===== config.mk =====
export PLATFORM = sky130hd
export DESIGN_NAME = armw_ctrl
export DESIGN_NICKNAME = d
export VERILOG_FILES = /design/src/hw/rtl/armw_pkg.sv /design/src/hw/rtl/armw_ctrl.sv
export SDC_FILE = /design/constraint.sdc
export NUM_CORES = 1
export LEC_CHECK = 0
export BUFFER_PORTS_ARGS = -buffer_cell sky130_fd_sc_hd__buf_2
export CORE_AREA = 3 3 40 42
export DETAILED_ROUTE_END_ITERATION = 10
export DIE_AREA = 0 0 43 45
export GPL_ROUTABILITY_DRIVEN = 0
export RECOVER_POWER = 25
export SYNTH_ARGS = -nofsm -noshare
export SYNTH_HDL_FRONTEND = slang
export SYNTH_SLANG_ARGS = --single-unit

===== constraint.sdc =====
create_clock -name i_clk -period 1 [get_ports i_clk]
set_input_delay 0.1 -clock i_clk [delete_from_list [all_inputs] [get_ports i_clk]]
set_output_delay 0.1 -clock i_clk [all_outputs]
set_load 0.005 [all_outputs]

===== src/hw/rtl/armw_pkg.sv =====
`default_nettype none
package armw_pkg;

    // Field widths of one request and one response word
    localparam int CMD_W    = 4;
    localparam int SIZE_W   = 2;
    localparam int ADDR_W   = 13;
    localparam int DATA_W   = 64;
    localparam int STATUS_W = 2;

    // Byte address bits above the in-word byte offset
    localparam int WORD_ADDR_W = ADDR_W - 3;

    localparam int IN_TDATA_W  = 152;
    localparam int OUT_TDATA_W = 72;

    // Atomic operation codes
    localparam logic [CMD_W-1:0] CMD_ADD  = 4'd0;
    localparam logic [CMD_W-1:0] CMD_AND  = 4'd1;
    localparam logic [CMD_W-1:0] CMD_OR   = 4'd2;
    localparam logic [CMD_W-1:0] CMD_XOR  = 4'd3;
    localparam logic [CMD_W-1:0] CMD_INC  = 4'd4;
    localparam logic [CMD_W-1:0] CMD_DEC  = 4'd5;
    localparam logic [CMD_W-1:0] CMD_EXCH = 4'd6;
    localparam logic [CMD_W-1:0] CMD_MIN  = 4'd7;
    localparam logic [CMD_W-1:0] CMD_MAX  = 4'd8;
    localparam logic [CMD_W-1:0] CMD_CAS  = 4'd9;

    // Response status codes
    localparam logic [STATUS_W-1:0] STATUS_DONE       = 2'd0;
    localparam logic [STATUS_W-1:0] STATUS_BAD_CMD    = 2'd1;
    localparam logic [STATUS_W-1:0] STATUS_MISALIGNED = 2'd2;

    // Controller to datapath commands
    typedef struct packed {
        logic load;    // capture an accepted request
        logic rd;      // read the addressed store word
        logic finish;  // modify, write back and load the response register
    } t_dp_cmd;

endpackage
`default_nettype wire


===== src/hw/rtl/armw_ctrl.sv =====
`default_nettype none
module armw_ctrl
    import armw_pkg::*;
(
    input  wire     i_clk,
    input  wire     i_rst_n,
    input  wire     i_in_valid,
    output logic    o_in_ready,
    input  wire     i_out_ready,
    output logic    o_out_valid,
    output t_dp_cmd o_cmd
);

    typedef enum logic [1:0] {
        S_IDLE,
        S_READ,
        S_WRITE
    } t_state;

    t_state r_state;
    t_state n_state;
    logic   r_out_valid;
    logic   n_out_valid;
    logic   w_finish;
    logic   w_accept;

    // Finish only when the response register is free or being drained
    assign w_finish   = (r_state == S_WRITE) && (!r_out_valid || i_out_ready);
    assign o_in_ready = (r_state == S_IDLE) || w_finish;
    assign w_accept   = i_in_valid && o_in_ready;

    assign o_cmd.load   = w_accept;
    assign o_cmd.rd     = (r_state == S_READ);
    assign o_cmd.finish = w_finish;
    assign o_out_valid  = r_out_valid;

    always_comb begin
        n_state = r_state;
        unique case (r_state)
            S_IDLE: begin
                if (w_accept) n_state = S_READ;
            end
            S_READ: begin
                n_state = S_WRITE;
            end
            S_WRITE: begin
                if (w_finish) n_state = w_accept ? S_READ : S_IDLE;
            end
            default: begin
                n_state = S_IDLE;
            end
        endcase
        n_out_valid = r_out_valid;
        priority if (w_finish) n_out_valid = 1'b1;
        else if (i_out_ready)  n_out_valid = 1'b0;
        else                   n_out_valid = r_out_valid;
    end

    always_ff @(posedge i_clk) begin
        if (!i_rst_n) begin
            r_state     <= S_IDLE;
            r_out_valid <= 1'b0;
        end else begin
            r_state     <= n_state;
            r_out_valid <= n_out_valid;
        end
    end

endmodule
`default_nettype wire


## Word level (Yosys, flattened, before mapping)

Index checks and enable logic that the tools add are counted.

| word-level totals | value |
|---|---|
| bits in latches | 0 |
| ROM bits | 0 |
| flip-flop bits (word level) | 3 |
| bits in writable memories | 0 |
| memories kept | 0 |
| output and inout port bits | 5 |

| cells by class | value |
|---|---|
| multipliers | 0 |
| shifts and indexed selects | 0 |
| reduce and logical (&&, ||, !) cells | 8 |
| mux-type cells | 6 |
| magnitude comparators | 0 |
| equal/unequal tests | 4 |
| $add $sub $neg | 0 |
| div/mod/pow operators | 0 |
| bitwise logic cells | 0 |

Operators with widths:

| cell | count |
|---|---|
| $pmux 2 s3 | 1 |
| $mux 2 | 2 |
| $ne 2x2->1 const B | 2 |
| $mux 1 | 3 |
| $eq 2x1->1 const B | 1 |
| $eq 2x2->1 const B | 1 |
| $logic_and 1x1->1 | 2 |
| $logic_not 2->1 | 1 |
| $logic_or 1x1->1 | 2 |
| $reduce_and 2->1 | 1 |
| $reduce_bool 2->1 | 1 |
| $logic_not 1->1 | 1 |

## Longest topological paths before layout

Gate-level depths: netlist of run 1.

| logic depth | value |
|---|---|
| depth in word-level cells | 8 |
| depth in mapped cells | 3 |
| gate-level depth less buffers | 2 |

## Worst setup path before layout of run 1

No wires, ideal clock.

| timing path | value |
|---|---|
| path kind | reg-to-output |
| from | reg r_out_valid (netlist: o_out_valid) |
| to | out o_cmd[0] (netlist bit) |
| slack | 24 ps |
| arrival | 876 ps |
| required time | 900 ps |
| stages on the path, launching flop included | 4 |
| path buffers | 1 |
| cell sequence | dfxtp_1 or2b_2 nor2b_1 buf_4 |

RTL lines:

| item | RTL line | text |
|---|---|---|
| start, declared | armw_ctrl.sv:22 | `logic r_out_valid;` |
| start signal, assigned | armw_ctrl.sv:65 | `r_out_valid <= n_out_valid;` |
| end, declared | armw_ctrl.sv:11 | `output t_dp_cmd o_cmd` |

==> results of run 1 <==
worst reg2reg max path: cells and delay by family, from the launching register on:
kind / cells / cell delay, ns
buffers and inverters: 1 / 0.13
AND/OR/NAND/NOR: 2 / 0.46
flip-flops: 1 / 0.31
logic make-up after synthesis:
logic type      after synthesis  synth area share [%]
flops                         3                  34.5
compound gates                2                  8.64
buf+inv                       3                  12.9
simple gates                  9                  43.9
registers in the layout, summed over array words and instances, names as in the netlist:
signal	cells
o_out_valid	1
r_state	2
repair_timing:
item / CTS / global route
endpoints found under the setup margin: 4 / 5
buffers inserted: 1 / 0
resized for setup: 8 / 2
gates cloned: 0 / 0
layer usage:
| metal | vias to the layer above | share of wire, % | GRT usage, % | routed length [um] |
|---|---|---|---|---|
| met1 | 70 | 31 | 3.13 | 107 |
| li1 | 76 | - | - | - |
| met3 | 0 | 9.5 | 5.18 | 33 |
| met4 | 0 | 0 | 5.42 | 0 |
| met2 | 3 | 59 | 7.49 | 205 |
| met5 | - | 0 | 0 | 0 |
path summary, 6_finish.rpt:
check	from	to	slack, ns	depth (start not counted)
setup / recovery	o_out_valid$_SDFFE_PN0P_	o_cmd[0]	-0.15	3
hold reg to reg	r_state[0]$_SDFFE_PN0P_	r_state[0]$_SDFFE_PN0P_	0.45	1
setup reg to reg	o_out_valid$_SDFFE_PN0P_	r_state[0]$_SDFFE_PN0P_	0	3
hold / removal	i_rst_n	r_state[1]$_SDFFE_PN0P_	0.11	2
area by class of cell:
type | instances | area [um2] | share of cell area [%]
Clock buffer | 4 | 26.3 | 9.77
Sequential cell | 3 | 66.3 | 24.7
Tap cell | 15 | 18.8 | 6.98
Timing Repair Buffer | 9 | 47.5 | 17.7
Multi-Input combinational cell | 11 | 110 | 40.9
power by group through the flow:
stage                     logic [mW]  registers, mW  clock network, mW
final                         0.0395          0.131              0.210
after global placement        0.0359          0.133                  0
after CTS                     0.0385          0.131              0.225
after detailed placement      0.0360          0.133                  0
after global routing          0.0450          0.133              0.236
after floorplan               0.0265          0.132                  0
==> results.txt, run 1 <==
- Outcome: finished with violations
* Failing checks: setup timing
* Remaining max-slew budget at the tightest pin: 87.5%
* Cell family with most CP delay: simple AND/OR/NAND/NOR gates
- Number of nets in the layout: 32
* Area of the mapped netlist: 174 um2
- Area of placed instances: 210 um2
- In the final timing run, aggregate negative setup slack is -0.349 ns.
- The slowest stage of the critical path belongs to the cell sky130_fd_sc_hd__dfxtp_2.
* Total global routing overflow: 0
- Port-buffer cells: 8
- Io pins: 9
- Total CTS buffers: 3
* Switching pwr: 80.2 uW
- The worst setup path is captured at a primary output.
- Post-Synthesis Cells: 17
- Cell type with the largest total area after synthesis: sky130_fd_sc_hd__dfxtp_1
* Floorplan die width: 43 um
- Initial antenna violation count: 0
* Largest net degree at the start of global routing: 7
- Startpoint type of the worst setup path: flop
- After synthesis, the mean cell area works out to 10.2 um2.
* Post-route cell area: 269 um2
- Cell internal power was estimated by the tool at 301 uW.
- In the synthesized netlist the dominant register cell turns out to be sky130_fd_sc_hd__dfxtp_1.
- After synthesis, the netlist uses 12 different library cells.
- The number of buffers and inverters on the critical path is 1.
- Dpl cells: 37
- Summed over its instances, the top area cell type makes up 34.5% of the synthesized netlist area.
- H-tree lvl count: 1
* Classification of the worst setup path: reg2out
- PD cells: 1420 nW/um2
- For this configuration, the core starts out at a cell density of 13.5%.
- IR analysis of the VDD net gives a maximum drop of 0.342 mV.
- The number of nets in the synthesized netlist is 21.
- Setup violations remaining at the end of the flow were counted as 4.
- The commonest cells after synthesis are sky130_fd_sc_hd__buf_4, sky130_fd_sc_hd__dfxtp_1, sky130_fd_sc_hd__nor2b_1.
* Number of sinks handled by clock tree synthesis: 3
- Of the total power, the clock network draws 55.2%.
- Drt first pass iters: 1
- Most common cell after layout, fill and taps aside: sky130_fd_sc_hd__buf_2
* Area of the core: 1280 um2
* Largest clock skew in the final design: 0.00185 ns
- In this design, the stage delay of the slowest critical-path cell is 0.32 ns.
- For this run, design rule violations remaining after detail routing come to 0.
- Maximum capacitance violations: 0
- Per report_power, the combinational group accounts for 10.4% of the total.
* Transition time at the pin with the least slew margin: 0.184 ns
- Detailed-placement wirelength estimate: 271 um
* Tightest Hold Check Type: in2reg
- Per report_power, the sequential group accounts for 34.5% of the total.
* Max Clock Freq: 0.867 GHz
- Number of hold-slack violations in the final timing report: 0
* Switching power share of the total: 21.0%
* RSZ-0062 raised after global routing: yes
* Top fanout value on the critical path: 4
* Yosys Warn Count: 0
- Required time of the critical path: 0.90 ns
* Final core utilization: 20.9%
- The first global-routing pass estimated 600 um of wire.
- The repair_antennas step left the layout with diodes totalling 0.
- For the worst setup path, the data arrival time is 1.05 ns.
- Detailed-route via count: 149
- Non-Filler Instances: 42
- Die footprint: 1940 um2
- Global routing consumed, over all layers together, 4.99% of the routing resources.
* Final Max Slew Viols: 0
- Share of cells above drive strength 1: 81.5%
* Final period util: 115%
- OpenSTA, run right after detailed placement, puts the worst setup slack at 0.0173 ns.
- Via density: 3.55
- After synthesis, the cell types taking the most area are sky130_fd_sc_hd__dfxtp_1, sky130_fd_sc_hd__buf_4, sky130_fd_sc_hd__nor4bb_2, sky130_fd_sc_hd__and4bb_2, sky130_fd_sc_hd__nor2b_1.
- WHS: 0.106 ns
- From synthesis to final layout, the design area changed by 54.7%.
- Total number of placement rows: 13
* CTS tree: built
* Routed wire length per instance: 8.24 um
* Insertion delay to the later sink of the worst-skew pair: 0.23 ns
* Critical Path, Cell by Cell: or2b_4 -> nor2b_4 -> buf_2
* Leakage power: 0.127 nW
- Counting the fill cells in the layout gives 151.
- The synthesized design contains 3 register bits.
- Drt first-iter violations: 0
- Number of enable-type register cells in the synthesized netlist: 0
- Sum of internal, switching and leakage power: 381 uW
- The via count of the first global-routing pass is 155.
- Library cell used as clock root buffer: sky130_fd_sc_hd__clkbuf_4
- For this run, the register share of the synthesized area comes to 34.5%.
* Number of hold buffers added after CTS: 0
- For the finished layout, the period the worst path requires is 1.15 ns.
- Clock-pin slew was measured on the worst setup and hold paths at 0.03 ns.
* Total Routed Length: 346 um
* Share of flip-flops with an asynchronous set or reset after synthesis: 0%
- In the post-route analysis, the smallest setup slack over all paths is -0.154 ns.
- Clock buffer depth: 2
- The library cells used most frequently in the layout, excluding fill and tap cells, are sky130_fd_sc_hd__buf_2, sky130_fd_sc_hd__clkbuf_4, sky130_fd_sc_hd__dfxtp_2.
* Count of antenna-violating nets left after detailed routing: 0
* Die height: 45 um
Note: power is estimated with default switching activity, not from simulation.
==> inputs of run 2 (changes only) <==
--- a/config.mk
+++ b/config.mk
@@ -7,6 +7,7 @@
 export LEC_CHECK = 0
 export BUFFER_PORTS_ARGS = -buffer_cell sky130_fd_sc_hd__buf_2
 export CORE_AREA = 3 3 40 42
+export CTS_BUF_LIST = sky130_fd_sc_hd__clkbuf_16
 export DETAILED_ROUTE_END_ITERATION = 10
 export DIE_AREA = 0 0 43 45
 export GPL_ROUTABILITY_DRIVEN = 0
==> run 2 against run 1 <==
  * The run still ends with setup timing left
  * Critical path type unchanged
  * Critical path depth unchanged
  * Worst hold slack improved by 0.0025 ns
  * Largest power group unchanged
  * Combinational power hardly changed
  * Via count rose by 6.0%
  * Flip-flop and latch count is the same
  * First-iteration DRC count up 1
==> results.txt, run 2 (same netlist as run 1, synthesis figures left out) <==
- H-tree lvl count: 1 (unchanged)
- The count of port buffers added during placement is 8 (unchanged).
- Remaining max-slew budget at the tightest pin: 87.9% (+0.32 points)
* Global-route usage over all layers: 6.07% (+1.1 points)
- The initial antenna violation count is 0 (unchanged).
- The filler cell count in the final layout is 146 (-3.3%).
- The final reports fail on setup timing.
* Floorplan die width: 43 um (unchanged)
* Seq pwr share: 16.5% (-18 points)
- Transition time at the pin with the least slew margin: 0.179 ns (-0.00480 ns)
- The arrival time of the worst setup path came to 1.05 ns (about the same).
- The largest net degree at the start of global routing is 7 (unchanged).
- The y dimension of the die was 45 um (unchanged).
* Share of cells above drive strength 1: 81.5% (unchanged)
- The number of inserted diodes was 0 (unchanged).
- Final period util: 115% (-0.61 points)
- Routed wire length per instance: 9.31 um (+13%)
- For hold timing, the worst endpoint is r_state[1]$_SDFFE_PN0P_.
* Sum of internal, switching and leakage power: 797 uW (+110%)
- The number of pins exceeding their max-slew limit in the final report was 0 (unchanged).
- The peak supply drop is 0.721 mV (+110%).
* Final period demand of the worst path: 1.15 ns (-0.00613 ns)
- The number of cell rows came to 13 (unchanged).
* Outcome: finished with violations
* Switching power share of the total: 16.3% (-4.8 points)
* Largest Register: r_state
- The number of clock sinks was 3 (unchanged).
* Area growth from synthesis to layout: 84.9%
- Number of hold buffers added after CTS: 0 (unchanged)
* Detailed-placement wirelength estimate: 271 um (unchanged)
* Hold depth: 2 (unchanged)
- TritonCTS built the clock tree.
* Drt first-iter violations: 1 (+1)
- The number of remaining DRC errors was 0 (unchanged).
* Maximum single-stage delay on the critical path: 0.32 ns (about the same)
- In this run the critical register-to-register path is launched from o_out_valid$_SDFFE_PN0P_.
- The setup-violating endpoint count in the final report was 3 (-1).
- Final worst setup slack: -0.148 ns (+0.00613 ns)
- The area of the core region was 1280 um2 (unchanged).
- Setup TNS: -0.341 ns (+0.00862 ns)
- The number of buffers inserted during clock tree synthesis was 3 (unchanged).
- RSZ-0062 raised after global routing: yes
* Startpoint type of the worst setup path: flop
- Library cell used as clock root buffer: sky130_fd_sc_hd__clkbuf_16
- Clock slew at the register clock pins of the worst setup and hold paths: 0.03 ns (about the same)
- Number of hold-slack violations in the final timing report: 0 (unchanged)
- The worst-case reg-to-reg path depth came to 3 (unchanged).
- Classification of the worst setup path: reg2out
- The total via count after detailed routing came to 158 (+6.0%).
* Number of nets in the layout: 32 (unchanged)
- The library cell used most frequently in the layout, excluding fill and tap cells, is sky130_fd_sc_hd__buf_2.
* Wire length of the first global-routing pass: 648 um (+8.0%)
- Comb power frac: 5.0% (-5.4 points)
- The power per cell area came to 2480 nW/um2 (+75%).
* Top fanout value on the critical path: 4 (unchanged)
- Switching pwr: 130 uW (+61%)
- Reg2Reg Capture Point: r_state[0]$_SDFFE_PN0P_
* Largest clock skew in the final design: 0.00169 ns (-0.000160 ns)
- The clock insertion delay at the later pin of the skew report was 0.22 ns (about the same).
* Via density: 3.76 (+6.0%)
- Critical Path, Cell by Cell: or2b_4 -> nor2b_4 -> buf_2
- The buffer depth of the longest clock path came to 2 (unchanged).
- The leakage dissipation came to 0.155 nW (+21%).
- Tightest Hold Check Type: in2reg
- Io pins: 9 (unchanged)
- The clock group share of total power is 78.5% (+23 points).
* Count of antenna-violating nets left after detailed routing: 0 (unchanged)
- Maximum capacitance violations: 0 (unchanged)
* Total global routing overflow: 0 (unchanged)
* CP endpoint kind: primary output
- Via count of the first global-routing pass: 168 (+8.4%)
* Commonest cells after routing, fill and taps aside: sky130_fd_sc_hd__buf_2, sky130_fd_sc_hd__clkbuf_16, sky130_fd_sc_hd__dfxtp_2
- The cell-internal power was 667 uW (+120%).
* Launch instance of the worst min-delay path: i_rst_n
- Required time of the critical path: 0.90 ns (about the same)
- The worst slack at placement was 0.0173 ns (unchanged).
- Reg-to-reg setup timing slack: 0.01 ns (about the same)
* Total Routed Length: 391 um (+13%)
* Die footprint: 1940 um2 (unchanged)
- Drt first pass iters: 2 (+1)
- Max Clock Freq: 0.871 GHz (+0.53%)
* Slowest cell on crit path: sky130_fd_sc_hd__dfxtp_2
* Starting utilization of the core area: 13.5% (unchanged)
- Flip-flop count of the largest register, all copies and words added: 2 (unchanged)
==> run 2: cell types whose count changed in the layout (fill, tap and decap cells not counted), sizes merged <==
cell	delta
inv	+1
clkbuf	-1
==> run 2: worst max-delay path by stage <==
stage                             startpoint  endpoint  slack (ns)  cells past startpoint
floorplan           o_out_valid$_SDFFE_PN0P_  o_cmd[0]        0.02                      3
global placement    o_out_valid$_SDFFE_PN0P_  o_cmd[0]        0.02                      3
detailed placement  o_out_valid$_SDFFE_PN0P_  o_cmd[0]        0.02                      3
CTS                 o_out_valid$_SDFFE_PN0P_  o_cmd[0]       -0.15                      3
global route        o_out_valid$_SDFFE_PN0P_  o_cmd[2]       -0.19                      3
finish              o_out_valid$_SDFFE_PN0P_  o_cmd[0]       -0.15                      3
==> run 2: layout make-up <==
cell class / instances / area, um2 / share of cell area [%]
Multi-Input combinational cell: 11 / 110 / 34.2
Tap cell: 15 / 18.8 / 5.84
Timing Repair Buffer: 9 / 47.5 / 14.8
Sequential cell: 3 / 66.3 / 20.6
Clock buffer: 3 / 75.1 / 23.3
Clock inverter: 1 / 3.75 / 1.17
==> run 2: worst max-delay path: cells and delay by family, from the launching register on <==
family	cells	cell delay [ns]
buf+inv	1	0.12
flops	1	0.32
simple gates	2	0.38
==> run 2: per-layer routing <==
layer	wire [um]	global-route usage (%)	part of all wire [%]
met5	0	0	0
met4	40	9.04	10
met3	54	7.57	14
met2	186	7.49	48
met1	109	3.37	28
==> run 2: through the flow <==
step | hold WS, ns | std cells | instance area, um2 | util, %
global placement | 0.341 | 37 | 210 | 16.4
global route | 0.130 | 42 | 322 | 25.0
detailed placement | 0.346 | 37 | 210 | 16.4
CTS | 0.117 | 42 | 312 | 24.2
finish | 0.108 | 42 | 322 | 25.0
floorplan | 0.217 | 17 | 174 | -
==> run 2: power by group through the flow <==
stage          logic, mW  registers [mW]  clock network, mW
2_1_floorplan     0.0265           0.132                  0
3_3_place_gp      0.0359           0.133                  0
3_5_place_dp      0.0360           0.133                  0
4_1_cts           0.0385           0.133              0.633
5_1_grt           0.0445           0.134              0.650
6_report          0.0395           0.132              0.626
==> run 2: repair_timing <==
item / 4_1_cts / 5_1_grt
cloned: 0 / 0
hold endpoints to repair: 0 / 0
setup buffers: 1 / 0
gates resized for setup: 7 / 3
endpoints found under the setup margin: 4 / 5
==> inputs of run 3 (changes only) <==
--- a/config.mk
+++ b/config.mk
@@ -12,6 +12,7 @@
 export DIE_AREA = 0 0 43 45
 export GPL_ROUTABILITY_DRIVEN = 0
 export RECOVER_POWER = 25
+export SLEW_MARGIN = 10
 export SYNTH_ARGS = -nofsm -noshare
 export SYNTH_HDL_FRONTEND = slang
 export SYNTH_SLANG_ARGS = --single-unit
==> constraint.sdc (replaced) <==
create_clock -name i_clk -period 1.4 [get_ports i_clk]
set_input_delay 0.14 -clock i_clk [delete_from_list [all_inputs] [get_ports i_clk]]
set_output_delay 0.14 -clock i_clk [all_outputs]
set_load 0.005 [all_outputs]
==> run 3 against run 2 <==
  * The run now ends clean
  * Worst setup slack better by 0.30 ns
  * Critical path depth unchanged
  * Core utilization down 2.6 points
  * Clock skew about the same
  * Clock power down 28%
  * First-iteration DRC count down 100%
  * Sequential power down 29%
  * Critical endpoint unchanged
  * Largest cell class unchanged
  * Largest power group unchanged
==> results.txt, run 3 (same netlist as run 1, synthesis figures left out) <==
* Hold depth: 2 (unchanged)
* Final setup violation count: 0 (-3)
- Setup repair after global routing left no endpoint under its margin.
- Largest Register: r_state
* H-tree lvl count: 1 (unchanged)
* Top fanout value on the critical path: 4 (unchanged)
- The area of the core region came to 1280 um2 (unchanged).
- Maximum vdd ir drop: 0.410 mV (-43%)
- Total CTS buffers: 3 (unchanged)
- Library cell used as clock root buffer: sky130_fd_sc_hd__clkbuf_16
* Wire length of the first global-routing pass: 634 um (-2.2%)
- The detailed-route wire length is 368 um (-5.9%).
- The flip-flop count of the largest register after layout was 2 (unchanged).
* CP endpoint kind: primary output
- Remaining max-slew budget at the tightest pin: 87.6% (-0.23 points)
- The arrival time of the worst setup path is 1.11 ns (+0.06 ns).
- Timing would allow up to 0.800 GHz.
* Maximum capacitance violations: 0 (unchanged)
- Io pins: 9 (unchanged)
- The post-CTS setup-driven buffer insertion count came to 0 (-1).
- Startpoint type of the worst setup path: flop
- Global-route usage over all layers: 5.49% (-0.58 points)
- The run finished with clean final reports.
* Via density: 3.63 (-3.4%)
- Post-cts repair resize count: 0 (-7)
- Die height: 45 um (unchanged)
- The leftover overflow at the end of global routing was 0 (unchanged).
- Floorplan die width: 43 um (unchanged)
- Launch instance of the worst min-delay path: i_rst_n
* PD cells: 1980 nW/um2 (-20%)
* Dpl cells: 37 (unchanged)
* Largest net degree at the start of global routing: 7 (unchanged)
* Final period util: 89.3%
- The count of endpoints failing hold in the final timing report was 0 (unchanged).
* Number of nets in the layout: 31 (-3.1%)
- Clock buffer depth: 2 (unchanged)
- The number of DRC markers in iteration 0 came to 0 (-1).
- Total number of placement rows: 13 (unchanged)
- Leakage power: 0.130 nW (-16%)
- The worst register-to-register path begins at r_state[0]$_SDFFE_PN0P_.
- Detailed-placement wirelength estimate: 288 um (+6.5%)
- Antenna Diode Count: 0 (unchanged)
* Residual DRC: 0 (unchanged)
* Commonest cells after routing, fill and taps aside: sky130_fd_sc_hd__buf_2, sky130_fd_sc_hd__clkbuf_16, sky130_fd_sc_hd__dfxtp_1
- Largest clock skew in the final design: 0.00139 ns (-0.000299 ns)
- Drt first pass iters: 1 (-1)
* Share of cells above drive strength 1: 50.0% (-31 points)
- The slack of the worst reg-to-reg path is 0.50 ns (+0.49 ns).
* Non-Filler Instances: 41 (-2.4%)
* Classification of the worst setup path: reg2out
- Hold Path End: r_state[1]$_SDFFE_PN0P_
* Die footprint: 1940 um2 (unchanged)
- Depth of the most critical reg-to-reg path: 2 (-1)
* Insertion delay to the later sink of the worst-skew pair: 0.22 ns (about the same)
- The number of pins exceeding their max-slew limit in the final report was 0 (unchanged).
* Setup TNS: 0 ns (+0.341 ns)
- Most common cell after layout, fill and taps aside: sky130_fd_sc_hd__buf_2
- The total via count after detailed routing is 149 (-5.7%).
* Routed wire length per instance: 8.98 um (-3.6%)
- The worst path required time was 1.26 ns (+0.36 ns).
- Reg2Reg Capture Point: r_state[1]$_SDFFE_PN0P_
* Tightest Hold Check Type: in2reg
* Via count of the first global-routing pass: 158 (-6.0%)
- The initial core utilization was 13.5% (unchanged).
- Transition time at the pin with the least slew margin: 0.183 ns (+0.00341 ns)
- The count of port buffers added during placement was 8 (unchanged).
- The remaining number of nets flagged by the antenna check after routing was 0 (unchanged).
* Area growth from synthesis to layout: 65.5%
- Number of sinks handled by clock tree synthesis: 3 (unchanged)
* Number of hold buffers added after CTS: 0 (unchanged)
- TritonCTS built the clock tree.
- Initial antenna violation count: 0 (unchanged)
- Final period demand of the worst path: 1.25 ns
- Clock slew at the register clock pins of the worst setup and hold paths: 0.03 ns (about the same)
run 3: worst max-delay path by stage:
stage                             start        to  slack (ns)  cells after the start
2_1_floorplan  o_out_valid$_SDFFE_PN0P_  o_cmd[0]        0.38                      3
3_3_place_gp   o_out_valid$_SDFFE_PN0P_  o_cmd[0]        0.39                      3
3_5_place_dp   o_out_valid$_SDFFE_PN0P_  o_cmd[0]        0.38                      3
4_1_cts        o_out_valid$_SDFFE_PN0P_  o_cmd[0]        0.14                      3
5_1_grt        o_out_valid$_SDFFE_PN0P_  o_cmd[0]        0.08                      3
6_report       o_out_valid$_SDFFE_PN0P_  o_cmd[0]        0.15                      3
run 3: routing by layer:
layer	global-route usage (%)	vias up	share of wire [%]
met5	0	-	0
met3	3.59	3	9.0
li1	-	73	-
met1	3.37	67	32
met4	9.04	0	8.2
met2	8.38	6	51
run 3: metrics by stage:
step / worst slack [ns] / util, % / instance area [um2] / hold WS, ns / power [mW]
floorplan: 0.384 / - / 174 / 0.257 / 0.113
global placement: 0.386 / 16.4 / 210 / 0.378 / 0.120
detailed placement: 0.378 / 16.4 / 210 / 0.382 / 0.121
CTS: 0.137 / 22.5 / 289 / 0.150 / 0.577
global route: 0.0825 / 22.4 / 288 / 0.187 / 0.593
finish: 0.150 / 22.4 / 288 / 0.146 / 0.569
run 3: worst max-delay path, cell delays in order (launching register included):
cell and delay, ns:
sky130_fd_sc_hd__dfxtp_1 0.34, sky130_fd_sc_hd__or2b_2 0.30, sky130_fd_sc_hd__nor2b_1 0.13, sky130_fd_sc_hd__buf_2 0.12
run 3: report_power, final:
group / total, mW / switching [mW] / internal, mW / leakage, nW
logic: 0.0247 / 0.00875 / 0.0159 / 0.0630
registers: 0.0938 / 0.00377 / 0.0900 / 0.0246
clock network: 0.450 / 0.0816 / 0.369 / 0.0423
total: 0.569 / 0.0941 / 0.475 / 0.130
run 3: layout make-up:
| class | instances | area (um2) |
|---|---|---|
| sequential | 3 | 60.1 |
| tap | 15 | 18.8 |
| clock inverter | 1 | 3.75 |
| clock buffer | 3 | 75.1 |
| timing repair buffer | 8 | 38.8 |
| fill | 150 | 997 |
| multi-input combinational | 11 | 91.3 |
